**src/rtl/modular_exponentiation_macros.svh**
```systemverilog
// Assertion macros used by the sequencer of the modular exponentiation RTL.
// Each macro expects i_clk and i_rst_n to be visible at the point of use.
`ifndef MODULAR_EXPONENTIATION_MACROS_SVH
`define MODULAR_EXPONENTIATION_MACROS_SVH

// Consequent must hold in the same cycle as the antecedent.
`define MEXP_ASSERT_SAME(label, ante, cons) \
    label: assert property (@(posedge i_clk) disable iff (!i_rst_n) (ante) |-> (cons)) \
        else $error("mexp: same-cycle check failed");

// Consequent must hold in the cycle after the antecedent.
`define MEXP_ASSERT_NEXT(label, ante, cons) \
    label: assert property (@(posedge i_clk) disable iff (!i_rst_n) (ante) |=> (cons)) \
        else $error("mexp: next-cycle check failed");

`endif

```
**src/rtl/mexp_pkg.sv**
```systemverilog
// Package for the modular exponentiation block: widths and the command and
// status structs between controller and datapath. No dependencies.
`timescale 1ns / 1ps

package mexp_pkg;

    localparam int OPERAND_WIDTH  = 32;
    localparam int EXPONENT_WIDTH = 32;
    localparam int FIELD_WIDTH    = 32;
    localparam int SUM_WIDTH      = OPERAND_WIDTH + 2;
    localparam int STEP_WIDTH     = $clog2(OPERAND_WIDTH);
    localparam int BIT_WIDTH      = $clog2(EXPONENT_WIDTH);

    typedef struct packed {
        logic load;       // capture a new transaction and the modulus
        logic step;       // one shift-and-add step of the modular multiplier
        logic reduce;     // step adds the next bit instead of the multiplicand
        logic start;      // clear the multiplier and load its operands
        logic sel_sqr;    // operands are base and base, otherwise product and base
        logic wb_base;    // multiplier result goes to the base register
        logic wb_acc;     // multiplier result goes to the running product
        logic exp_shift;  // move to the next exponent bit
        logic out_load;   // move the finished result to the output register
    } t_dp_cmd;

    typedef struct packed {
        logic exp_lsb;    // current exponent bit
        logic out_free;   // output register can take a result this cycle
    } t_dp_stat;

endpackage

```
**src/rtl/mexp_ctrl.sv**
```systemverilog
// Sequencer of the modular exponentiation block: walks reduction, multiply
// and square passes. Depends on mexp_pkg and the assertion macro header.
`timescale 1ns / 1ps
`include "modular_exponentiation_macros.svh"

module mexp_ctrl
    import mexp_pkg::*;
(
    input  logic     i_clk,
    input  logic     i_rst_n,
    input  logic     i_in_valid,
    output logic     o_in_ready,
    output t_dp_cmd  o_cmd,
    input  t_dp_stat i_stat
);

    localparam logic [3:0] S_IDLE   = 4'd0;
    localparam logic [3:0] S_RED    = 4'd1;
    localparam logic [3:0] S_RED_WB = 4'd2;
    localparam logic [3:0] S_PICK   = 4'd3;
    localparam logic [3:0] S_MUL    = 4'd4;
    localparam logic [3:0] S_MUL_WB = 4'd5;
    localparam logic [3:0] S_SQR    = 4'd6;
    localparam logic [3:0] S_SQR_WB = 4'd7;
    localparam logic [3:0] S_FINISH = 4'd8;

    localparam logic [STEP_WIDTH-1:0] STEP_LAST = STEP_WIDTH'(OPERAND_WIDTH - 1);
    localparam logic [BIT_WIDTH-1:0]  BIT_LAST  = BIT_WIDTH'(EXPONENT_WIDTH - 1);

    logic [3:0]            r_state, n_state;
    logic [STEP_WIDTH-1:0] r_step, n_step;
    logic [BIT_WIDTH-1:0]  r_bit, n_bit;
    logic                  w_step_last;
    logic                  w_accept;

    assign o_in_ready  = (r_state == S_IDLE);
    assign w_accept    = i_in_valid && o_in_ready;
    assign w_step_last = (r_step == STEP_LAST);

    always_comb begin
        n_state = r_state;
        n_step  = r_step;
        n_bit   = r_bit;
        o_cmd   = '0;
        case (r_state)
            S_IDLE: begin
                if (w_accept) begin
                    o_cmd.load = 1'b1;
                    n_bit      = '0;
                    n_state    = S_RED;
                end
            end
            S_RED: begin
                o_cmd.step   = 1'b1;
                o_cmd.reduce = 1'b1;
                n_step       = w_step_last ? '0 : r_step + 1'b1;
                if (w_step_last) begin
                    n_state = S_RED_WB;
                end
            end
            S_RED_WB: begin
                o_cmd.wb_base = 1'b1;
                n_state       = S_PICK;
            end
            S_PICK: begin
                o_cmd.start   = 1'b1;
                o_cmd.sel_sqr = !i_stat.exp_lsb;
                n_state       = i_stat.exp_lsb ? S_MUL : S_SQR;
            end
            S_MUL: begin
                o_cmd.step = 1'b1;
                n_step     = w_step_last ? '0 : r_step + 1'b1;
                if (w_step_last) begin
                    n_state = S_MUL_WB;
                end
            end
            S_MUL_WB: begin
                o_cmd.wb_acc  = 1'b1;
                o_cmd.start   = 1'b1;
                o_cmd.sel_sqr = 1'b1;
                n_state       = S_SQR;
            end
            S_SQR: begin
                o_cmd.step = 1'b1;
                n_step     = w_step_last ? '0 : r_step + 1'b1;
                if (w_step_last) begin
                    n_state = S_SQR_WB;
                end
            end
            S_SQR_WB: begin
                o_cmd.wb_base   = 1'b1;
                o_cmd.exp_shift = 1'b1;
                if (r_bit == BIT_LAST) begin
                    n_state = S_FINISH;
                end else begin
                    n_bit   = r_bit + 1'b1;
                    n_state = S_PICK;
                end
            end
            S_FINISH: begin
                if (i_stat.out_free) begin
                    o_cmd.out_load = 1'b1;
                    n_state        = S_IDLE;
                end
            end
            default: begin
                n_state = S_IDLE;
            end
        endcase
    end

    always_ff @(posedge i_clk) begin
        if (!i_rst_n) begin
            r_state <= S_IDLE;
            r_step  <= '0;
            r_bit   <= '0;
        end else begin
            r_state <= n_state;
            r_step  <= n_step;
            r_bit   <= n_bit;
        end
    end

    `MEXP_ASSERT_SAME(a_out_load_free, o_cmd.out_load, i_stat.out_free)
    `MEXP_ASSERT_NEXT(a_accept_to_reduce, w_accept, r_state == S_RED)
    `MEXP_ASSERT_NEXT(a_pick_step_clear, r_state == S_PICK, r_step == '0)
    `MEXP_ASSERT_NEXT(a_last_bit_finish, (r_state == S_SQR_WB) && (r_bit == BIT_LAST),
                      r_state == S_FINISH)

endmodule

```
**config.mk**
```make
export PLATFORM = sky130hd
export DESIGN_NAME = mexp_ctrl
export DESIGN_NICKNAME = d
export VERILOG_FILES = /design/src/rtl/mexp_pkg.sv /design/src/rtl/mexp_ctrl.sv
export VERILOG_INCLUDE_DIRS = /design/src /design/src/rtl
export SDC_FILE = /design/constraint.sdc
export NUM_CORES = 1
export LEC_CHECK = 0
export BUFFER_PORTS_ARGS = -buffer_cell sky130_fd_sc_hd__buf_2
export CAP_MARGIN = 15
export CORE_ASPECT_RATIO = 1.2
export CORE_MARGIN = 1.5
export CORE_UTILIZATION = 30
export DETAILED_ROUTE_END_ITERATION = 16
export GPL_ROUTABILITY_DRIVEN = 0
export PLACE_DENSITY_LB_ADDON = 0.15
export SETUP_SLACK_MARGIN = 0.3
export SLEW_MARGIN = 20
export SYNTH_ARGS = -nofsm -noshare
export SYNTH_HDL_FRONTEND = slang
export SYNTH_SLANG_ARGS = --single-unit
```
**constraint.sdc**
```tcl
create_clock -name i_clk -period 4.2 [get_ports i_clk]
set_clock_uncertainty 0.05 [all_clocks]
set_input_delay 0 -clock i_clk [delete_from_list [all_inputs] [get_ports i_clk]]
set_output_delay 0 -clock i_clk [all_outputs]
set_load 0.02 [all_outputs]
```
==> impl_results.md, run 1 <==
* Fin. Hold Viols at 0
* Non-Filler Instances at 159
* Syn_area_per_cell at 7.97 um^2
* Setup TNS at 0 ps
* Crit. End Element: primary output
* MaxCap Viol Count at 0
* Synth Instances at 114
* Mapped cell area at 908 um^2
* Worst Hold Launch: i_rst_n
* Comb power frac at 12.0%
* Post-Place Cells at 154
* CP startpoint: r_state[0]
* FF-to-FF Start: r_bit[0]
* Part of the cycle the worst path needs at 46.0%
* Post-synthesis net count at 123
* Routed wire length at 2000 um
* Std cell rows at 21
* CTS sink count at 14
* Die Height at 63.3 um
* Crit-path max FO at 17
* H-tree level count at 1
* Post_cts resized at 0
* 1st-pass router iterations at 4
* CTS tree: built
* Max frequency at 518 MHz
* Worst vdd ir at 0.144 mV
* CTS buffer count at 3
* CTS root buffer: clkbuf_4
* CTS Buffer Depth at 2
* Post-DP HPWL at 1470 um
* Yosys reg bits at 14
* Post-synth ARST share at 0%
* GR Overflow Total at 0
* Hold Crit Class: input port to flip-flop
* I/O Buffers at 14
* Post-synth EDFFs at 0
* Startpoint types: flip-flop
* Internal power at 200 uW
* Die area at 3370 um^2
* Initial Util at 32.0%
* Minimum clock period at 1930 ps
* Area growth, synth to finish at 13.9%
* Leak pwr at 0.000445 uW
* Worst Tran Pin Value at 509 ps
* Final nets at 135
* Number of antenna diodes at 0
* Routed len/inst at 12.6 um
* Sequential fraction of the synthesis area at 30.9%
* Kind of critical path: flip-flop to primary output
* Die width at 53.2 um
* Remaining antenna violation count at 0
* # IOs at 15
* Synth unique cells at 38
* Vias per cell at 5.38
* Sequential Power Share at 51.2%
* Reg clk slew, reported paths at 90 ps
* RSZ-0062 raised after global routing: false
* Residual DRC at 0
* Total GRT Usage at 13.5%
* Synth warnings at 0
* Arrival time at the worst endpoint at 1880 ps
* Ys flop type: dfxtp_1
* Antenna violations before repair at 0
* Via count at 856
* Global-route wire length before repair at 3370 um
* Iter 0 DRT Violations at 26
* Proportion of power drawn by the clock network at 36.8%
* WP data required at 4150 ps
* Vias in the first global route at 773
* Clock latency at the later pin of the worst-skew pair at 290 ps
* Outcome: complete, no violations
* PwrDens at 265 nW/um^2
* Final setup fails at 0
* Layout cell share with drive strength beyond 1 at 19.2%
* Worst relative slew slack at 66.0%
* Layout filler cell count at 316
* Switching share of power at 27.1%
* Core ar. at 2840 um^2
* Max-slew violation count at 0
* Largest net degree at the start of global routing at 19
* Psw at 74.4 uW
## metrics by stage
stage / hold slack [ps] / area, um^2 / power [uW] / setup WS (ps) / utilization (%)
3_5_place_dp: 296 / 988 / 176 / 2410 / 34.8
6_report: 25.1 / 1030 / 274 / 2270 / 36.5
5_1_grt: 45.1 / 1030 / 288 / 2180 / 36.5
4_1_cts: 16.4 / 1030 / 278 / 2270 / 36.5
3_3_place_gp: 294 / 988 / 175 / 2370 / 34.8
2_1_floorplan: 129 / 908 / 167 / 2520 / -
## power by group through the flow
stage	clock network, uW	logic, uW	registers [uW]
finish	101	32.9	141
global route	110	36.6	141
global placement	0	32.0	143
CTS	104	33.2	140
floorplan	0	26.4	141
detailed placement	0	32.4	144
## logic make-up (layout without fill, tap and decap cells)
family / count (synthesis) / in the layout / share of synthesized area, %
AOI/OAI and AO/OA: 28 / 28 / 21.4
DFF: 14 / 14 / 30.9
xor gates and xnor gates: 2 / 2 / 1.93
adders and majority gates: 4 / 4 / 5.51
muxes: 2 / 2 / 2.20
and+or+nand+nor: 48 / 48 / 30.7
buffers and inverters: 16 / 27 / 7.44
## layer usage
| layer | track usage (%) | routed length (um) | vias up |
|---|---|---|---|
| li1 | - | - | 434 |
| met1 | 16.2 | 921 | 405 |
| met2 | 21.3 | 976 | 12 |
| met3 | 2.13 | 46 | 5 |
| met4 | 8.97 | 58 | 0 |
| met5 | 0 | 0 | - |
## what timing repair did
item,in CTS,in global routing
buffers inserted,0,0
hold endpoints to repair,1,0
endpoints found under the setup margin,0,0
hold buffers,1,0
## area by class of cell
| type | instances | area (um^2) | area share, % |
|---|---|---|---|
| clock buffers | 4 | 36.3 | 3.51 |
| inverters | 8 | 35.0 | 3.39 |
| multi-input cells | 84 | 561 | 54.2 |
| flip-flops and latches | 14 | 280 | 27.1 |
| well taps | 34 | 42.5 | 4.11 |
| repair buffers | 15 | 80.1 | 7.74 |
## worst max-delay path, cell delays in order (launching register included)
cell	delay, ps
dfxtp_1	650
or4b_1	660
nand2_1	120
buf_2	160
## state kept, by name, summed over array words and instances (netlist names)
| signal | count |
|---|---|
| r_bit | 5 |
| r_state | 4 |
| r_step | 5 |
## final timing paths
path,cells after the start,end,slack [ps]
hold reg to reg,2,r_bit[4],420
setup reg to reg,6,r_bit[3],2390
hold / removal,3,r_bit[4],30
setup / recovery,3,o_cmd[7],2270
## cell usage after synthesis (3+ instances only)
cell type   n  area share, %
nand2_1     8            3.3
ha_1        4            5.5
nand3_1     4            2.2
dfxtp_1    14             31
nor2_1      7            2.9
and3_1      4            2.8
o21ai_0     6            3.3
nor3b_1     3            2.5
inv_1       7            2.9
clkbuf_1    6            2.5
nand2b_1    5            3.4
o2bb2ai_1   3            2.9
nor2b_1     3            2.1
a21oi_1     7            3.9
## cell usage in the layout, fill, tap and decap left out, types with 3 or more instances in the layout
| master | instances |
|---|---|
| and3_1 | 4 |
| nor3b_1 | 3 |
| o2bb2ai_1 | 3 |
| ha_1 | 4 |
| nand3_1 | 4 |
| nor2_1 | 7 |
| a21oi_1 | 7 |
| nor2b_1 | 3 |
| nand2_1 | 8 |
| o21ai_0 | 6 |
| clkbuf_4 | 3 |
| dfxtp_1 | 14 |
| buf_2 | 14 |
| inv_1 | 7 |
| nand2b_1 | 5 |
Power figures use the tool's default switching activity.
==> run 2, diff against run 1 <==
clock period = 1.65 ns   (was 4.2 ns; I/O delays follow)
==> impl_results.md, run 2 (synthesis gave the netlist of run 1 again) <==
* Outcome: complete, no violations
* Remaining antenna violation count at 0
* CTS tree: built
* WHS Endpoint: r_bit[1]
* Std cell rows at 21
* Kind of critical path: flip-flop to flip-flop
* Die area at 3370 um^2
* R2R cell count at 7
* Storage cell area at 300 um^2
* Die width at 53.2 um
* Vias per cell at 5.29
* Startpoint types: flip-flop
* CTS buffer count at 3
* Vias in the first global route at 945
* Routed wire length at 2630 um
* Slowest library cell on the worst path: dfxtp_2
* Global-route wire length before repair at 4290 um
* Layout cell share with drive strength beyond 1 at 60.7%
* H-tree level count at 1
* WP data required at 1790 ps
* Max frequency at 609 MHz
* Crit path cell chain: ha_4 -> and3_4 -> ha_4 -> nand4b_1 -> buf_4 -> a21oi_4 -> o2bb2ai_1
* Final nets at 160
* Worst Tran Pin Value at 283 ps
* CTS root buffer: clkbuf_4
* Initial Util at 32.0%
* Post-DP HPWL at 1550 um
* Slowest stage delay, CP at 350 ps
* Crit-path max FO at 3
* RR Endpoint: r_bit[1]
* Total Power at 775 uW
* Area growth, synth to finish at 70.9%
* Most frequent cells in the layout: buf_4, buf_6
* R2R Setup Slk at 9 ps
* Arrival time at the worst endpoint at 1780 ps
* Largest net degree at the start of global routing at 14
* Total GRT Usage at 16.9%
* Iter 0 DRT Violations at 15
* Final setup fails at 0
* MaxCap Viol Count at 0
* Core ar. at 2840 um^2
* Leak pwr at 0.000629 uW
* Top Registers: r_bit: 5 flops, r_step: 5 flops, r_state: 4 flops
* Residual DRC at 0
* # IOs at 15
* PwrDens at 499 nW/um^2
* Part of the cycle the worst path needs at 99.4%
* Clock latency at the later pin of the worst-skew pair at 290 ps
* I/O Buffers at 14
* CTS sink count at 14
* Minimum clock period at 1640 ps
* Hold Crit Class: input port to flip-flop
* FF-to-FF Start: r_bit[1]
* Crit. End Element: flip-flop
* Worst Hold Launch: i_rst_n
* Die Height at 63.3 um
* Multi-input logic area at 781 um^2
* Worst hold stages at 3
* Worst relative slew slack at 81.1%
* Reg clk slew, reported paths at 100 ps
* Number of antenna diodes at 0
* Layout filler cell count at 261
* Most common cell after layout, fill and taps aside: buf_4
* Fin. Hold Viols at 0
* Antenna violations before repair at 0
* Max-slew violation count at 0
* Via count at 974
* GR Overflow Total at 0
* Setup TNS at 0 ps
* Worst vdd ir at 0.328 mV
* CTS Buffer Depth at 2
* 1st-pass router iterations at 5
* RSZ-0062 raised after global routing: true
* Most numerous cell on the critical path: ha_4
* Routed len/inst at 14.3 um
-- run 2: worst max path at each step --
| stage | end | cells past startpoint | startpoint | slack [ps] |
|---|---|---|---|---|
| 6_report | r_bit[1] | 7 | r_bit[1] | 9 |
| 3_5_place_dp | r_bit[3] | 6 | r_bit[1] | 7 |
| 2_1_floorplan | r_bit[3] | 6 | r_bit[1] | 100 |
| 5_1_grt | r_bit[3] | 6 | r_bit[1] | -60 |
| 4_1_cts | r_bit[3] | 6 | r_bit[0] | 4 |
| 3_3_place_gp | r_bit[3] | 6 | r_bit[1] | 30 |
-- run 2: repair_timing --
item,CTS,global route
endpoints found under the setup margin,21,23
pin swaps,17,9
resized for setup,50,21
buffers inserted,15,3
hold buffers,1,0
endpoints found under the hold margin,1,0
-- run 2: layer usage --
metal | vias to the layer above | global-route usage [%] | wire (um)
met5 | - | 0 | 0
met2 | 11 | 29.2 | 1420
met4 | 0 | 6.73 | 44
met3 | 4 | 2.13 | 50
li1 | 489 | - | -
met1 | 470 | 20.4 | 1110
-- run 2: power breakdown --
part           total (uW)  switching, uW  internal [uW]
Combinational         161           86.9           73.9
Clock                 266            132            135
Sequential            348           7.44            341
Total                 775            226            549
-- run 2: final cells by class --
class | count | area share, %
timing repair buffer | 40 | 22.6
sequential | 14 | 19.3
tap | 34 | 2.74
clock buffer | 4 | 2.34
inverter | 8 | 2.74
multi-input combinational | 84 | 50.3
-- run 2: critical path: cells and delay by family, from the launching register on --
kind	cells	cell delay, ps
buffers and inverters	1	200
and+or+nand+nor	2	430
AOI/OAI and AO/OA	2	210
DFF	1	350
adders and majority gates	2	290
-- run 2: through the flow --
| step | utilization [%] | instances | cell area (um^2) | hold slack, ps | setup slack (ps) |
|---|---|---|---|---|---|
| after CTS | 50.6 | 181 | 1440 | 11.8 | 4.46 |
| after global placement | 38.7 | 161 | 1100 | 295 | 32.3 |
| after detailed placement | 38.7 | 161 | 1100 | 302 | 7.26 |
| after floorplan | - | 114 | 971 | 124 | 103 |
| after global routing | 54.7 | 184 | 1550 | 39.3 | -61.2 |
| final | 54.7 | 184 | 1550 | 27.3 | 9.21 |
