===== src/rtl/modular_exponentiation_macros.svh =====
// Assertion macros used by the sequencer of the modular exponentiation RTL.
// Each macro expects i_clk and i_rst_n to be visible at the point of use.
`ifndef MODULAR_EXPONENTIATION_MACROS_SVH
`define MODULAR_EXPONENTIATION_MACROS_SVH

// Consequent must hold in the same cycle as the antecedent.
`define MEXP_ASSERT_SAME(label, ante, cons) \
    label: assert property (@(posedge i_clk) disable iff (!i_rst_n) (ante) |-> (cons)) \
        else $error("mexp: same-cycle check failed");

// Consequent must hold in the cycle after the antecedent.
`define MEXP_ASSERT_NEXT(label, ante, cons) \
    label: assert property (@(posedge i_clk) disable iff (!i_rst_n) (ante) |=> (cons)) \
        else $error("mexp: next-cycle check failed");

`endif


===== src/rtl/mexp_pkg.sv =====
// Package for the modular exponentiation block: widths and the command and
// status structs between controller and datapath. No dependencies.
`timescale 1ns / 1ps

package mexp_pkg;

    localparam int OPERAND_WIDTH  = 32;
    localparam int EXPONENT_WIDTH = 32;
    localparam int FIELD_WIDTH    = 32;
    localparam int SUM_WIDTH      = OPERAND_WIDTH + 2;
    localparam int STEP_WIDTH     = $clog2(OPERAND_WIDTH);
    localparam int BIT_WIDTH      = $clog2(EXPONENT_WIDTH);

    typedef struct packed {
        logic load;       // capture a new transaction and the modulus
        logic step;       // one shift-and-add step of the modular multiplier
        logic reduce;     // step adds the next bit instead of the multiplicand
        logic start;      // clear the multiplier and load its operands
        logic sel_sqr;    // operands are base and base, otherwise product and base
        logic wb_base;    // multiplier result goes to the base register
        logic wb_acc;     // multiplier result goes to the running product
        logic exp_shift;  // move to the next exponent bit
        logic out_load;   // move the finished result to the output register
    } t_dp_cmd;

    typedef struct packed {
        logic exp_lsb;    // current exponent bit
        logic out_free;   // output register can take a result this cycle
    } t_dp_stat;

endpackage


===== src/rtl/mexp_datapath.sv =====
// Datapath of the modular exponentiation block: modulus register, interleaved
// shift-and-add modular multiplier, operand registers and output register.
// Depends on mexp_pkg.
`timescale 1ns / 1ps

module mexp_datapath
    import mexp_pkg::*;
(
    input  logic                   i_clk,
    input  logic                   i_rst_n,
    input  logic                   i_cfg_wr_en,
    input  logic [FIELD_WIDTH-1:0] i_cfg_wr_data,
    input  logic [FIELD_WIDTH-1:0] i_base_value,
    input  logic [FIELD_WIDTH-1:0] i_exponent,
    input  t_dp_cmd                i_cmd,
    output t_dp_stat               o_stat,
    output logic                   o_out_valid,
    input  logic                   i_out_ready,
    output logic [FIELD_WIDTH-1:0] o_power_result
);

    logic [FIELD_WIDTH-1:0]    r_modulus;
    logic [OPERAND_WIDTH-1:0]  r_m;
    logic [OPERAND_WIDTH-1:0]  r_ma;
    logic [OPERAND_WIDTH-1:0]  r_mb;
    logic [OPERAND_WIDTH-1:0]  r_prod, n_prod;
    logic [OPERAND_WIDTH-1:0]  r_base;
    logic [OPERAND_WIDTH-1:0]  r_acc;
    logic [EXPONENT_WIDTH-1:0] r_exp;
    logic                      r_ezero;
    logic [FIELD_WIDTH-1:0]    r_result;
    logic                      r_out_valid, n_out_valid;

    logic [OPERAND_WIDTH-1:0]  w_mod_eff;
    logic [EXPONENT_WIDTH-1:0] w_exp_in;
    logic [SUM_WIDTH-1:0]      w_addend;
    logic [SUM_WIDTH-1:0]      w_sum;
    logic [SUM_WIDTH-1:0]      w_m1;
    logic [SUM_WIDTH-1:0]      w_m2;

    // A modulus of zero after masking behaves as a modulus of one.
    assign w_mod_eff = (OPERAND_WIDTH'(r_modulus) == '0) ? OPERAND_WIDTH'(1)
                                                         : OPERAND_WIDTH'(r_modulus);
    assign w_exp_in  = EXPONENT_WIDTH'(i_exponent);

    // One step: 2*prod + addend stays below three times the modulus, so one of
    // two parallel subtractions brings it back into range.
    assign w_addend = i_cmd.reduce ? SUM_WIDTH'(r_mb[OPERAND_WIDTH-1])
                    : (r_mb[OPERAND_WIDTH-1] ? SUM_WIDTH'(r_ma) : '0);
    assign w_sum    = {1'b0, r_prod, 1'b0} + w_addend;
    assign w_m1     = SUM_WIDTH'(r_m);
    assign w_m2     = {1'b0, r_m, 1'b0};

    always_comb begin
        if (w_sum >= w_m2) begin
            n_prod = OPERAND_WIDTH'(w_sum - w_m2);
        end else if (w_sum >= w_m1) begin
            n_prod = OPERAND_WIDTH'(w_sum - w_m1);
        end else begin
            n_prod = OPERAND_WIDTH'(w_sum);
        end
    end

    always_ff @(posedge i_clk) begin
        if (!i_rst_n) begin
            r_modulus <= FIELD_WIDTH'(1);
        end else if (i_cfg_wr_en) begin
            r_modulus <= i_cfg_wr_data;
        end
    end

    always_ff @(posedge i_clk) begin
        if (i_cmd.load) begin
            r_m     <= w_mod_eff;
            r_mb    <= OPERAND_WIDTH'(i_base_value);
            r_prod  <= '0;
            r_acc   <= (w_mod_eff == OPERAND_WIDTH'(1)) ? '0 : OPERAND_WIDTH'(1);
            r_exp   <= w_exp_in;
            r_ezero <= (w_exp_in == '0);
        end else begin
            if (i_cmd.start) begin
                r_ma   <= i_cmd.sel_sqr ? r_base : r_acc;
                r_mb   <= r_base;
                r_prod <= '0;
            end else if (i_cmd.step) begin
                r_mb   <= {r_mb[OPERAND_WIDTH-2:0], 1'b0};
                r_prod <= n_prod;
            end
            if (i_cmd.wb_base) begin
                r_base <= r_prod;
            end
            if (i_cmd.wb_acc) begin
                r_acc <= r_prod;
            end
            if (i_cmd.exp_shift) begin
                r_exp <= {1'b0, r_exp[EXPONENT_WIDTH-1:1]};
            end
        end
    end

    assign o_stat.exp_lsb  = r_exp[0];
    assign o_stat.out_free = !r_out_valid || i_out_ready;

    always_comb begin
        n_out_valid = r_out_valid;
        if (i_cmd.out_load) begin
            n_out_valid = 1'b1;
        end else if (i_out_ready) begin
            n_out_valid = 1'b0;
        end
    end

    always_ff @(posedge i_clk) begin
        if (!i_rst_n) begin
            r_out_valid <= 1'b0;
        end else begin
            r_out_valid <= n_out_valid;
        end
    end

    always_ff @(posedge i_clk) begin
        if (i_cmd.out_load) begin
            r_result <= r_ezero ? FIELD_WIDTH'(1) : FIELD_WIDTH'(r_acc);
        end
    end

    assign o_out_valid    = r_out_valid;
    assign o_power_result = r_result;

endmodule

===== config.mk =====
export PLATFORM = sky130hd
export DESIGN_NAME = mexp_datapath
export DESIGN_NICKNAME = d
export VERILOG_FILES = /design/src/rtl/modular_exponentiation_macros.svh /design/src/rtl/mexp_pkg.sv /design/src/rtl/mexp_datapath.sv
export SDC_FILE = /design/constraint.sdc
export NUM_CORES = 1
export LEC_CHECK = 0
export ABC_AREA = 1
export BUFFER_PORTS_ARGS = -buffer_cell sky130_fd_sc_hd__buf_4
export CAP_MARGIN = 30
export CELL_PAD_IN_SITES_DETAIL_PLACEMENT = 1
export CELL_PAD_IN_SITES_GLOBAL_PLACEMENT = 1
export CORE_UTILIZATION = 45
export DETAILED_ROUTE_END_ITERATION = 12
export GPL_ROUTABILITY_DRIVEN = 0
export PLACE_DENSITY = 0.85
export SLEW_MARGIN = 5
export SYNTH_ARGS = -nofsm -noshare
export SYNTH_HDL_FRONTEND = slang
export SYNTH_SLANG_ARGS = --single-unit

===== constraint.sdc =====
create_clock -name i_clk -period 5.97 [get_ports i_clk]
set_input_delay 0.8955 -clock i_clk [delete_from_list [all_inputs] [get_ports i_clk]]
set_output_delay 0.8955 -clock i_clk [all_outputs]
set_load 0.03 [all_outputs]

==> results of run 1 <==
==> final timing paths <==
| kind | startpoint | endpoint | slack, ns | depth (start not counted) |
|---|---|---|---|---|
| worst min register to register | r_modulus[14] | r_m[14] | 0.44 | 0 |
| worst min-delay path | r_modulus[14] | r_m[14] | 0.44 | 0 |
| worst max-delay path | r_mb[31] | r_prod[6] | 0.53 | 26 |
| worst max register to register | r_mb[31] | r_prod[6] | 0.53 | 26 |
==> cell type report <==
cell class | instances | share of cell area, %
timing repair buffer | 160 | 5.77
clock buffer | 41 | 3.97
clock inverter | 17 | 0.596
inverter | 334 | 5.97
sequential | 290 | 38.4
tap | 532 | 3.17
multi-input combinational | 1735 | 42.1
==> synthesized netlist by cell type (3+ instances only) <==
cell type | instances | area, µm²
nand3_1 | 123 | 616
nor4_1 | 14 | 87.6
or4_1 | 3 | 22.5
nand4_1 | 38 | 238
o211ai_1 | 3 | 22.5
nor3_2 | 3 | 30.0
a21oi_1 | 148 | 741
inv_2 | 3 | 11.3
ha_1 | 95 | 1190
nand3b_1 | 18 | 135
nor3_1 | 10 | 50.1
o21ai_2 | 9 | 78.8
edfxtp_1 | 225 | 6760
dfxtp_1 | 65 | 1300
o21bai_1 | 18 | 135
xor2_1 | 37 | 324
clkbuf_1 | 79 | 297
a21boi_0 | 6 | 45.0
fa_1 | 3 | 60.1
or2_2 | 9 | 56.3
a21oi_2 | 11 | 96.3
nor2_2 | 3 | 18.8
buf_1 | 6 | 22.5
buf_4 | 9 | 67.6
buf_6 | 6 | 67.6
o21ai_0 | 132 | 661
a21o_1 | 5 | 37.5
inv_1 | 329 | 1230
nor2_1 | 291 | 1090
xnor2_1 | 18 | 158
nand2_1 | 693 | 2600
nand2_2 | 25 | 156
==> critical path: cells and delay by family (launching register included) <==
family | cells | cell delay [ns]
simple gates | 18 | 2.64
fa+ha+maj | 3 | 1.01
buf+inv | 3 | 0.61
xor+xnor | 1 | 0.51
flops | 1 | 0.41
compound gates | 1 | 0.15
==> flip-flops by register name, indices dropped and copies added, names as in the netlist, 32 cells and up <==
signal          count
r_base             32
o_power_result     32
r_acc              32
r_exp              32
r_mb               32
r_prod             32
r_m                32
r_modulus          32
r_ma               32
==> layout by cell type, fill, tap and decap left out, types with 4 or more instances in the layout <==
| master | n |
|---|---|
| nor3_1 | 10 |
| inv_1 | 328 |
| a21boi_0 | 6 |
| nor2_4 | 4 |
| o21bai_1 | 18 |
| nand3_1 | 123 |
| xor2_1 | 37 |
| nor2_1 | 288 |
| dfxtp_1 | 65 |
| o21ai_2 | 9 |
| nand2_1 | 693 |
| clkinv_1 | 9 |
| a21o_1 | 5 |
| nor4_1 | 14 |
| o21ai_0 | 132 |
| ha_1 | 95 |
| nand2_2 | 25 |
| nand3b_1 | 18 |
| clkbuf_16 | 31 |
| a21oi_1 | 148 |
| buf_4 | 158 |
| clkbuf_1 | 8 |
| xnor2_1 | 18 |
| nor2_2 | 4 |
| nand4_1 | 38 |
| a21oi_2 | 11 |
| edfxtp_1 | 225 |
| or2_2 | 9 |
==> metrics by stage <==
stage / cells / setup WS [ns] / cell area [µm²] / hold slack, ns
3_3_place_gp: 3050 / 0.421 / 20000 / 0.418
2_1_floorplan: 2461 / 1.57 / 18600 / 0.431
4_1_cts: 3109 / 0.637 / 21000 / 0.438
5_1_grt: 3109 / 0.292 / 21000 / 0.446
3_5_place_dp: 3051 / 0.220 / 20000 / 0.423
6_report: 3109 / 0.533 / 21000 / 0.438
==> cell families (layout without fill, tap and decap cells) <==
group	after synthesis	in the layout	synth area share, %
adder cells (fa/ha/maj)	98	98	6.71
buffers and inverters	436	552	9.23
flip-flops	290	290	43.3
AO/OA/AOI/OAI	340	340	10.1
AND/OR/NAND/NOR	1241	1241	28.0
multiplexers	1	1	0.0605
XOR/XNOR	55	55	2.59
==> power by group through the flow <==
stage	registers (µW)	logic (µW)	clock network, µW
floorplan	2450	1140	0
global placement	2450	1630	0
detailed placement	2460	1680	0
CTS	2420	1710	1880
global route	2430	1890	1950
finish	2420	1740	1850
==> layer usage <==
metal | up-vias | GRT usage [%] | share of wire [%]
met2 | 442 | 50.3 | 48
met1 | 8274 | 37.1 | 43
met4 | 0 | 11.0 | 3.7
met3 | 131 | 3.17 | 5.2
li1 | 8158 | - | -
met5 | - | 0 | 0
==> metrics.md, run 1 <==
| Metric | Value |
|---|---|
| Final core occ | `51.4%` |
| Status | `complete, no violations` |
| Clk buf depth | `3` |
| Sink Count | `290` |
| Asr flop ratio synth | `0%` |
| Clock Latency Late Sink | `0.59 ns` |
| Count of input and output buffers | `143` |
| Antenna violations before repair | `0` |
| Setup violators final | `0` |
| Total GRT Usage | `29.0%` |
| Worst-path maximum fanout | `25` |
| Pin count of the biggest net entering global routing | `64` |
| Most used DFF post-synth | `edfxtp_1` |
| CP endpoint kind | `flop` |
| RSZ-0062 raised after global routing | `false` |
| Number of fill cells | `5180` |
| Pwr Total | `6010 µW` |
| Final ANT Viol Nets | `0` |
| Max stage delay on crit path | `0.51 ns` |
| Syn Area/Cell | `7.56 µm²` |
| DR pass1 iterations | `5` |
| Final count of pins violating max slew | `0` |
| Vias in the first global route | `17.7k` |
| Synth-to-Final Area Change | `12.8%` |
| DIE AREA | `42200 µm²` |
| Die span in x | `205 µm` |
| CP required | `6.47 ns` |
| Setup Crit Path Kind | `flop to flop` |
| Detailed placer's ending HPWL | `47700 µm` |
| Synth cell types | `48` |
| CTS H-tree lvls | `1` |
| FMAX | `184 MHz` |
| Via-to-Cell Ratio | `5.47` |
| Diode count | `0` |
| Overflow after GRT | `0` |
| First-pass GRT wire length | `95500 µm` |
| Critical path's slowest cell | `xor2_1` |
| Resized Gates After CTS | `0` |
| Total core area | `40800 µm²` |
| Slew @ Worst Pin | `0.977 ns` |
| Worst EP arrival | `5.93 ns` |
| Multi-input logic area | `8850 µm²` |
| Pint | `3920 µW` |
| Via count | `17.0k` |
| Net Count, Synth | `2668` |
| Io pins | `144` |
| Post-cts hold buffer count | `0` |
| Logic gate share of total power | `28.9%` |
| Area of the mapped netlist | `18600 µm²` |
| Post-Route WL | `60800 µm` |
| Avg WL per Cell | `19.6 µm` |
| DRC marker count from the first detailed-route iteration | `1136` |
| CTS tree | `yes` |
| Setup crit start kind | `flop` |
| Clock Skew | `0.0261 ns` |
| Period utilization | `91.1%` |
| Leakage | `0.00999 µW` |
| CTS Buf Count | `31` |
| Post-synth EDFFs | `225` |
| Worst path most repeated cell | `nand2_1` |
| Fin. Hold Viols | `0` |
| Maximum VDD drop | `226 µV` |
| Max_cap viols | `0` |
| Layout Nets | `2759` |
| Reg power frac | `40.3%` |
| Worst hold-check path type | `flop to flop` |
| DR DRC count | `0` |
| Clock power frac | `30.8%` |
| FP Rows | `74` |
| Starting Density | `45.6%` |
| Switching share of power | `34.9%` |
| Tmin final | `5.44 ns` |
| Fraction of layout cells with a size suffix above 1 | `10.8%` |
| Total negative slack | `0 ns` |
| Post-CTS Repair Setup Buffers | `0` |
| Pwr Density | `286 nW/µm²` |
| Register Area | `8060 µm²` |
| Yosys warns | `0` |
| Die Ht | `205 µm` |
| Clk root buf | `clkbuf_16` |
| Clock transition at path regs | `0.06 ns` |
| Switching power | `2090 µW` |
| Register area share after synthesis | `43.3%` |
| Relative slew margins | `34.8%` |
| #FFs+latches synth | `290` |
| Mapped Cells | `2461` |
Power figures use the tool's default switching activity.
==> inputs of run 2 (changes only) <==
--- a/config.mk
+++ b/config.mk
@@ -8,7 +8,7 @@
 export ABC_AREA = 1
 export BUFFER_PORTS_ARGS = -buffer_cell sky130_fd_sc_hd__buf_4
 export CAP_MARGIN = 30
-export CELL_PAD_IN_SITES_DETAIL_PLACEMENT = 1
+export CELL_PAD_IN_SITES_DETAIL_PLACEMENT = 0
 export CELL_PAD_IN_SITES_GLOBAL_PLACEMENT = 1
 export CORE_UTILIZATION = 45
 export DETAILED_ROUTE_END_ITERATION = 12
==> run 2 against run 1 <==
Effect of this change: worst setup slack gained 0.12 ns; first-iteration DRC count rose by 30%; critical path depth unchanged; combinational power fell by 4%; via count is 3.8% lower; clock-buffer cell count is 4 higher; hold slack lost 0.0075 ns; register-to-register slack better by 0.12 ns; clock skew rose by 0.00056 ns; sequential power about the same; cell count grew 0.13%; sequential cell count unchanged; critical endpoint is now r_prod[7]; largest cell class unchanged; largest power group unchanged.
==> metrics.md, run 2 (synthesis results as in run 1) <==
| Metric | Value |
|---|---|
| Final core occ | `51.7% (was 51.4%)` |
| FMAX | `188 MHz (was 184 MHz)` |
| FP Rows | `74 (unchanged)` |
| Final ANT Viol Nets | `0 (unchanged)` |
| Layout Nets | `2762 (was 2759)` |
| R2R Path Start | `r_mb[31] (unchanged)` |
| Maximum VDD drop | `170 µV (was 226 µV)` |
| Antenna violations before repair | `0 (unchanged)` |
| Most common cell after layout, fill and taps aside | `nand2_1 (unchanged)` |
| Reg-to-Reg End | `r_prod[7] (was r_prod[6])` |
| Setup slack, reg-to-reg | `0.66 ns (was 0.53 ns)` |
| Most frequent cells in the layout | `nand2_1, inv_1, nor2_1 (unchanged)` |
| CTS H-tree lvls | `2 (was 1)` |
| Fin. Hold Viols | `0 (unchanged)` |
| DRC marker count from the first detailed-route iteration | `1481 (was 1136)` |
| Worst path most repeated cell | `nand2_1 (unchanged)` |
| Worst-path maximum fanout | `25 (unchanged)` |
| Pwr Density | `289 nW/µm² (was 286 nW/µm²)` |
| Setup Crit Path Kind | `flop to flop (unchanged)` |
| DIE AREA | `42200 µm² (unchanged)` |
| Clock transition at path regs | `0.06 ns (about the same)` |
| RSZ-0062 raised after global routing | `false (unchanged)` |
| Fraction of layout cells with a size suffix above 1 | `11.0% (was 10.8%)` |
| Max_cap viols | `0 (unchanged)` |
| Status | `complete, no violations (unchanged)` |
| CP endpoint kind | `flop (unchanged)` |
| Vias in the first global route | `15.7k (was 17.7k)` |
| Overflow after GRT | `0 (unchanged)` |
| Die span in x | `205 µm (unchanged)` |
| Detailed placer's ending HPWL | `41600 µm (was 47700 µm)` |
| Resized Gates After CTS | `0 (unchanged)` |
| Max stage delay on crit path | `0.47 ns (was 0.51 ns)` |
| Via-to-Cell Ratio | `5.25 (was 5.47)` |
| Pin count of the biggest net entering global routing | `64 (unchanged)` |
| Post-Route WL | `53200 µm (was 60800 µm)` |
| Count of input and output buffers | `143 (unchanged)` |
| CTS tree | `yes (unchanged)` |
| Via count | `16.4k (was 17.0k)` |
| Setup violators final | `0 (unchanged)` |
| Tmin final | `5.31 ns (was 5.44 ns)` |
| Critical path's slowest cell | `xor2_1 (unchanged)` |
| Period utilization | `89.0% (was 91.1%)` |
| Io pins | `144 (unchanged)` |
| First-pass GRT wire length | `82900 µm (was 95500 µm)` |
| CP required | `6.43 ns (was 6.47 ns)` |
| Post-CTS Repair Setup Buffers | `0 (unchanged)` |
| Avg WL per Cell | `17.1 µm (was 19.6 µm)` |
| Worst EP arrival | `5.78 ns (was 5.93 ns)` |
| Total negative slack | `0 ns (unchanged)` |
| Die Ht | `205 µm (unchanged)` |
| Starting Density | `45.6% (unchanged)` |
| Clk buf depth | `3 (unchanged)` |
| Clk root buf | `clkbuf_16 (unchanged)` |
| Relative slew margins | `38.0% (was 34.8%)` |
| Final count of pins violating max slew | `0 (unchanged)` |
| Post-cts hold buffer count | `0 (unchanged)` |
| Sink Count | `290 (unchanged)` |
| Cells on Worst Hold Path | `0 (unchanged)` |
| Clock Latency Late Sink | `0.55 ns (was 0.59 ns)` |
| Hold EP | `r_m[14] (unchanged)` |
| R2r worst-path depth | `26 (unchanged)` |
| DR DRC count | `0 (unchanged)` |
| Clock Skew | `0.0266 ns (was 0.0261 ns)` |
| CTS Buf Count | `34 (was 31)` |
| HP Start | `r_modulus[14] (unchanged)` |
| Setup crit start kind | `flop (unchanged)` |
| Total core area | `40800 µm² (unchanged)` |
| Slew @ Worst Pin | `0.928 ns (was 0.977 ns)` |
| Diode count | `0 (unchanged)` |
| Leakage | `0.0101 µW (was 0.00999 µW)` |
| Total GRT Usage | `25.4% (was 29.0%)` |
| Synth-to-Final Area Change | `13.5% (was 12.8%)` |
| Worst hold-check path type | `flop to flop (unchanged)` |
| DR pass1 iterations | `5 (unchanged)` |
-- run 2: changes by cell type in the layout (fill, tap and decap cells not counted), moves of 2 or more --
cell,change
clkinv_2,+2
clkinvlp_4,-2
clkbuf_16,+4
inv_6,+2
-- run 2: power by group --
part | switching, µW | internal, µW | total [µW]
logic | 1130 | 545 | 1670
clock network | 852 | 1170 | 2020
registers | 72.3 | 2340 | 2410
-- run 2: critical path: cells and delay by family (launching register included) --
family / cells / cell delay, ns
simple gates: 18 / 2.61
compound gates: 1 / 0.15
flops: 1 / 0.42
xor+xnor: 1 / 0.47
buf+inv: 3 / 0.60
fa+ha+maj: 3 / 0.97
-- run 2: metrics by stage --
stage,area (µm²),setup WS (ns),power [µW],cells,hold slack (ns)
after floorplan,18600,1.57,3590,2461,0.431
after global placement,20000,0.421,4080,3050,0.418
after detailed placement,20000,0.362,4090,3051,0.417
after CTS,21100,0.745,6120,3113,0.431
after global routing,21100,0.289,6410,3113,0.449
final,21100,0.656,6110,3113,0.431
-- run 2: final cells by class --
class / instances / area, µm²
clock buffer: 45 / 943
tap: 532 / 666
inverter: 334 / 1250
sequential: 290 / 8060
clock inverter: 17 / 138
fill: 4021 / 19700
multi-input combinational: 1735 / 8850
timing repair buffer: 160 / 1210
-- run 2: worst max path at each step --
stage | startpoint | endpoint | slack, ns | depth (start not counted)
global route | r_mb[31] | r_prod[7] | 0.29 | 26
detailed placement | i_cmd[6] | r_prod[7] | 0.36 | 25
global placement | i_cmd[6] | r_prod[7] | 0.42 | 25
floorplan | i_cmd[6] | r_prod[14] | 1.57 | 30
CTS | r_mb[31] | r_prod[7] | 0.75 | 26
finish | r_mb[31] | r_prod[7] | 0.66 | 26
-- run 2: layer usage --
layer	routed length [µm]	up-vias	part of all wire, %	global-route usage [%]
met5	0	-	0	0
met2	23800	523	45	40.9
li1	-	8180	-	-
met1	24200	7547	46	34.5
met4	1870	0	3.5	10.0
met3	3310	105	6.2	3.48
==> inputs of run 3 (changes only) <==
--- a/config.mk
+++ b/config.mk
@@ -14,6 +14,7 @@
 export DETAILED_ROUTE_END_ITERATION = 12
 export GPL_ROUTABILITY_DRIVEN = 0
 export PLACE_DENSITY = 0.85
+export RECOVER_POWER = 100
 export SLEW_MARGIN = 5
 export SYNTH_ARGS = -nofsm -noshare
 export SYNTH_HDL_FRONTEND = slang
==> run 3 against run 2 <==
Effect of this change: the run now ends with capacitance limit, slew limit left; critical endpoint unchanged; maximum frequency down 1.2%; via count up 0.22%; largest power group unchanged; global-route usage unchanged; wire length up 0.34%; first-iteration DRC count unchanged; register-to-register slack worse by 0.07 ns; clock skew down 0.0047 ns; non-clock buffer count unchanged; clock power about the same; utilization down 0.55 points; sequential share of layout area up 0.41 points; sequential power about the same; highest routed layer unchanged.
==> metrics.md, run 3 (synthesis results as in run 1) <==
| Metric | Value |
|---|---|
| CP endpoint kind | `flop (unchanged)` |
| Status | `finished, violations left (was complete, no violations)` |
| Worst hold-check path type | `flop to flop (unchanged)` |
| First-pass GRT wire length | `82900 µm (unchanged)` |
| Avg WL per Cell | `17.2 µm (was 17.1 µm)` |
| Period utilization | `90.1% (was 89.0%)` |
| Hold Worst Slack | `0.430 ns (was 0.431 ns)` |
| Final core occ | `51.2% (was 51.7%)` |
| Starting Density | `45.6% (unchanged)` |
| Io pins | `144 (unchanged)` |
| Via count | `16.4k (about the same)` |
| Total GRT Usage | `25.4% (unchanged)` |
| Maximum VDD drop | `169 µV (was 170 µV)` |
| Switching share of power | `33.5% (was 33.6%)` |
| Overflow after GRT | `0 (unchanged)` |
| Setup Crit Path Kind | `flop to flop (unchanged)` |
| Pwr Density | `291 nW/µm² (was 289 nW/µm²)` |
| Non-filler cells, final | `3113 (unchanged)` |
| Clk root buf | `clkbuf_16 (unchanged)` |
| Total negative slack | `0 ns (unchanged)` |
| FP Rows | `74 (unchanged)` |
| Final count of pins violating max slew | `342 (was 0)` |
| Pint | `4040 µW (was 4060 µW)` |
| Tmin final | `5.38 ns (was 5.31 ns)` |
| Clock power frac | `33.2% (was 33.1%)` |
| CTS Buf Count | `34 (unchanged)` |
| Count of input and output buffers | `143 (unchanged)` |
| Reg power frac | `39.7% (was 39.5%)` |
| Relative slew margins | `-76.2% (was 38.0%)` |
| DR pass1 iterations | `6 (was 5)` |
| CTS H-tree lvls | `2 (unchanged)` |
| Clock Latency Late Sink | `0.55 ns (about the same)` |
| DIE AREA | `42200 µm² (unchanged)` |
| Final setup margin | `0.591 ns (was 0.656 ns)` |
| Post-Route WL | `53400 µm (was 53200 µm)` |
| Detailed placer's ending HPWL | `41600 µm (unchanged)` |
| Sink Count | `290 (unchanged)` |
| Via-to-Cell Ratio | `5.27 (was 5.25)` |
| Pre-CTS setup slack | `0.362 ns (unchanged)` |
| Layout Nets | `2762 (unchanged)` |
| CTS tree | `yes (unchanged)` |
| Most common cell after layout, fill and taps aside | `nand2_1 (unchanged)` |
| Fraction of layout cells with a size suffix above 1 | `8.68% (was 11.0%)` |
| CP required | `6.43 ns (about the same)` |
| Fin. Hold Viols | `0 (unchanged)` |
| Setup crit start kind | `flop (unchanged)` |
| Synth-to-Final Area Change | `12.3% (was 13.5%)` |
| Worst EP arrival | `5.84 ns (was 5.78 ns)` |
| Diode count | `0 (unchanged)` |
| Cell Count Post-Placement | `3051 (unchanged)` |
| Slew @ Worst Pin | `2.64 ns (was 0.928 ns)` |
| Setup violators final | `0 (unchanged)` |
| Most frequent cells in the layout | `nand2_1, inv_1, nor2_1 (unchanged)` |
| DRC marker count from the first detailed-route iteration | `1481 (unchanged)` |
| Clock Skew | `0.0219 ns (was 0.0266 ns)` |
| Resized Gates After CTS | `0 (unchanged)` |
| Final ANT Viol Nets | `0 (unchanged)` |
| Max_cap viols | `9 (was 0)` |
| Worst-path maximum fanout | `25 (unchanged)` |
| Antenna violations before repair | `0 (unchanged)` |
| Clk buf depth | `3 (unchanged)` |
| Failing checks | `capacitance limit, slew limit` |
| Logic gate share of total power | `27.1% (was 27.4%)` |
| Leakage | `0.00988 µW (was 0.0101 µW)` |
| Pin count of the biggest net entering global routing | `64 (unchanged)` |
| Total core area | `40800 µm² (unchanged)` |
| Clock transition at path regs | `0.05 ns (was 0.06 ns)` |
| Post-cts hold buffer count | `0 (unchanged)` |
| Switching power | `2040 µW (was 2050 µW)` |
| Vias in the first global route | `15.7k (unchanged)` |
| FMAX | `186 MHz (was 188 MHz)` |
| RSZ-0062 raised after global routing | `false (unchanged)` |
| Die Ht | `205 µm (unchanged)` |
| Die span in x | `205 µm (unchanged)` |
| Post-CTS Repair Setup Buffers | `0 (unchanged)` |
| DR DRC count | `0 (unchanged)` |
run 3: cell types whose count changed in the layout (fill, tap and decap cells not counted), moves of 2 or more:
cell / before / now
nand2_1: 693 / 695
a21oi_2: 11 / 8
or2_2: 9 / 7
or2_0: 0 / 2
clkbuf_1: 7 / 54
o21ai_2: 9 / 3
a21oi_1: 148 / 151
buf_4: 158 / 110
o21ai_0: 132 / 138
nand2_2: 25 / 23
run 3: metrics by stage:
stage	power, µW	instance area [µm²]
2_1_floorplan	3590	18600
3_3_place_gp	4080	20000
3_5_place_dp	4090	20000
4_1_cts	6120	21100
5_1_grt	6390	20900
6_report	6090	20900
run 3: power by group through the flow:
stage | Combinational, µW | Sequential (µW) | Clock, µW
2_1_floorplan | 1140 | 2450 | 0
3_3_place_gp | 1630 | 2450 | 0
3_5_place_dp | 1630 | 2450 | 0
4_1_cts | 1640 | 2410 | 2070
5_1_grt | 1820 | 2430 | 2140
6_report | 1650 | 2420 | 2020
run 3: final timing paths:
check                           cells after the start  slack (ns)         to           from
worst min-delay path                                0        0.43    r_m[14]  r_modulus[14]
worst max-delay path                               26        0.59  r_prod[7]       r_mb[31]
worst min register to register                      0        0.43    r_m[14]  r_modulus[14]
worst max register to register                     26        0.59  r_prod[7]       r_mb[31]
run 3: layout make-up:
cell class	instances	area [µm²]
inverters	334	1250
clock inverters	17	138
fillers	4081	19900
flip-flops and latches	290	8060
multi-input cells	1735	8800
repair buffers	160	1030
clock buffers	45	943
well taps	532	666
run 3: metal layers:
metal  up-vias  global-route usage [%]  part of all wire, %
li1       8181                       -                    -
met1      7577                    34.5                   45
met2       527                    40.9                   45
met3       106                    3.48                  6.4
met4         0                    10.0                  3.5
met5         -                       0                    0
run 3: critical path, stage by stage, from the launching register on:
cell and delay, ns:
edfxtp_1 0.42, buf_4 0.24, nand2_1 0.11, nor2_1 0.11, ha_1 0.19, inv_1 0.06, fa_1 0.39, nand3b_1 0.18
nand2_1 0.16, nand2_1 0.08, nand2_1 0.17, nand2_1 0.07, nand2_1 0.15, xor2_1 0.48, ha_1 0.39, nand2_1 0.14
nor2_1 0.07, nand2_1 0.08, nor2_1 0.07, nand4_1 0.13, nand2_1 0.11, nor2_4 0.44, nand3_4 0.39, buf_12 0.30
nand3_1 0.12, nand3_1 0.09, a21oi_1 0.15
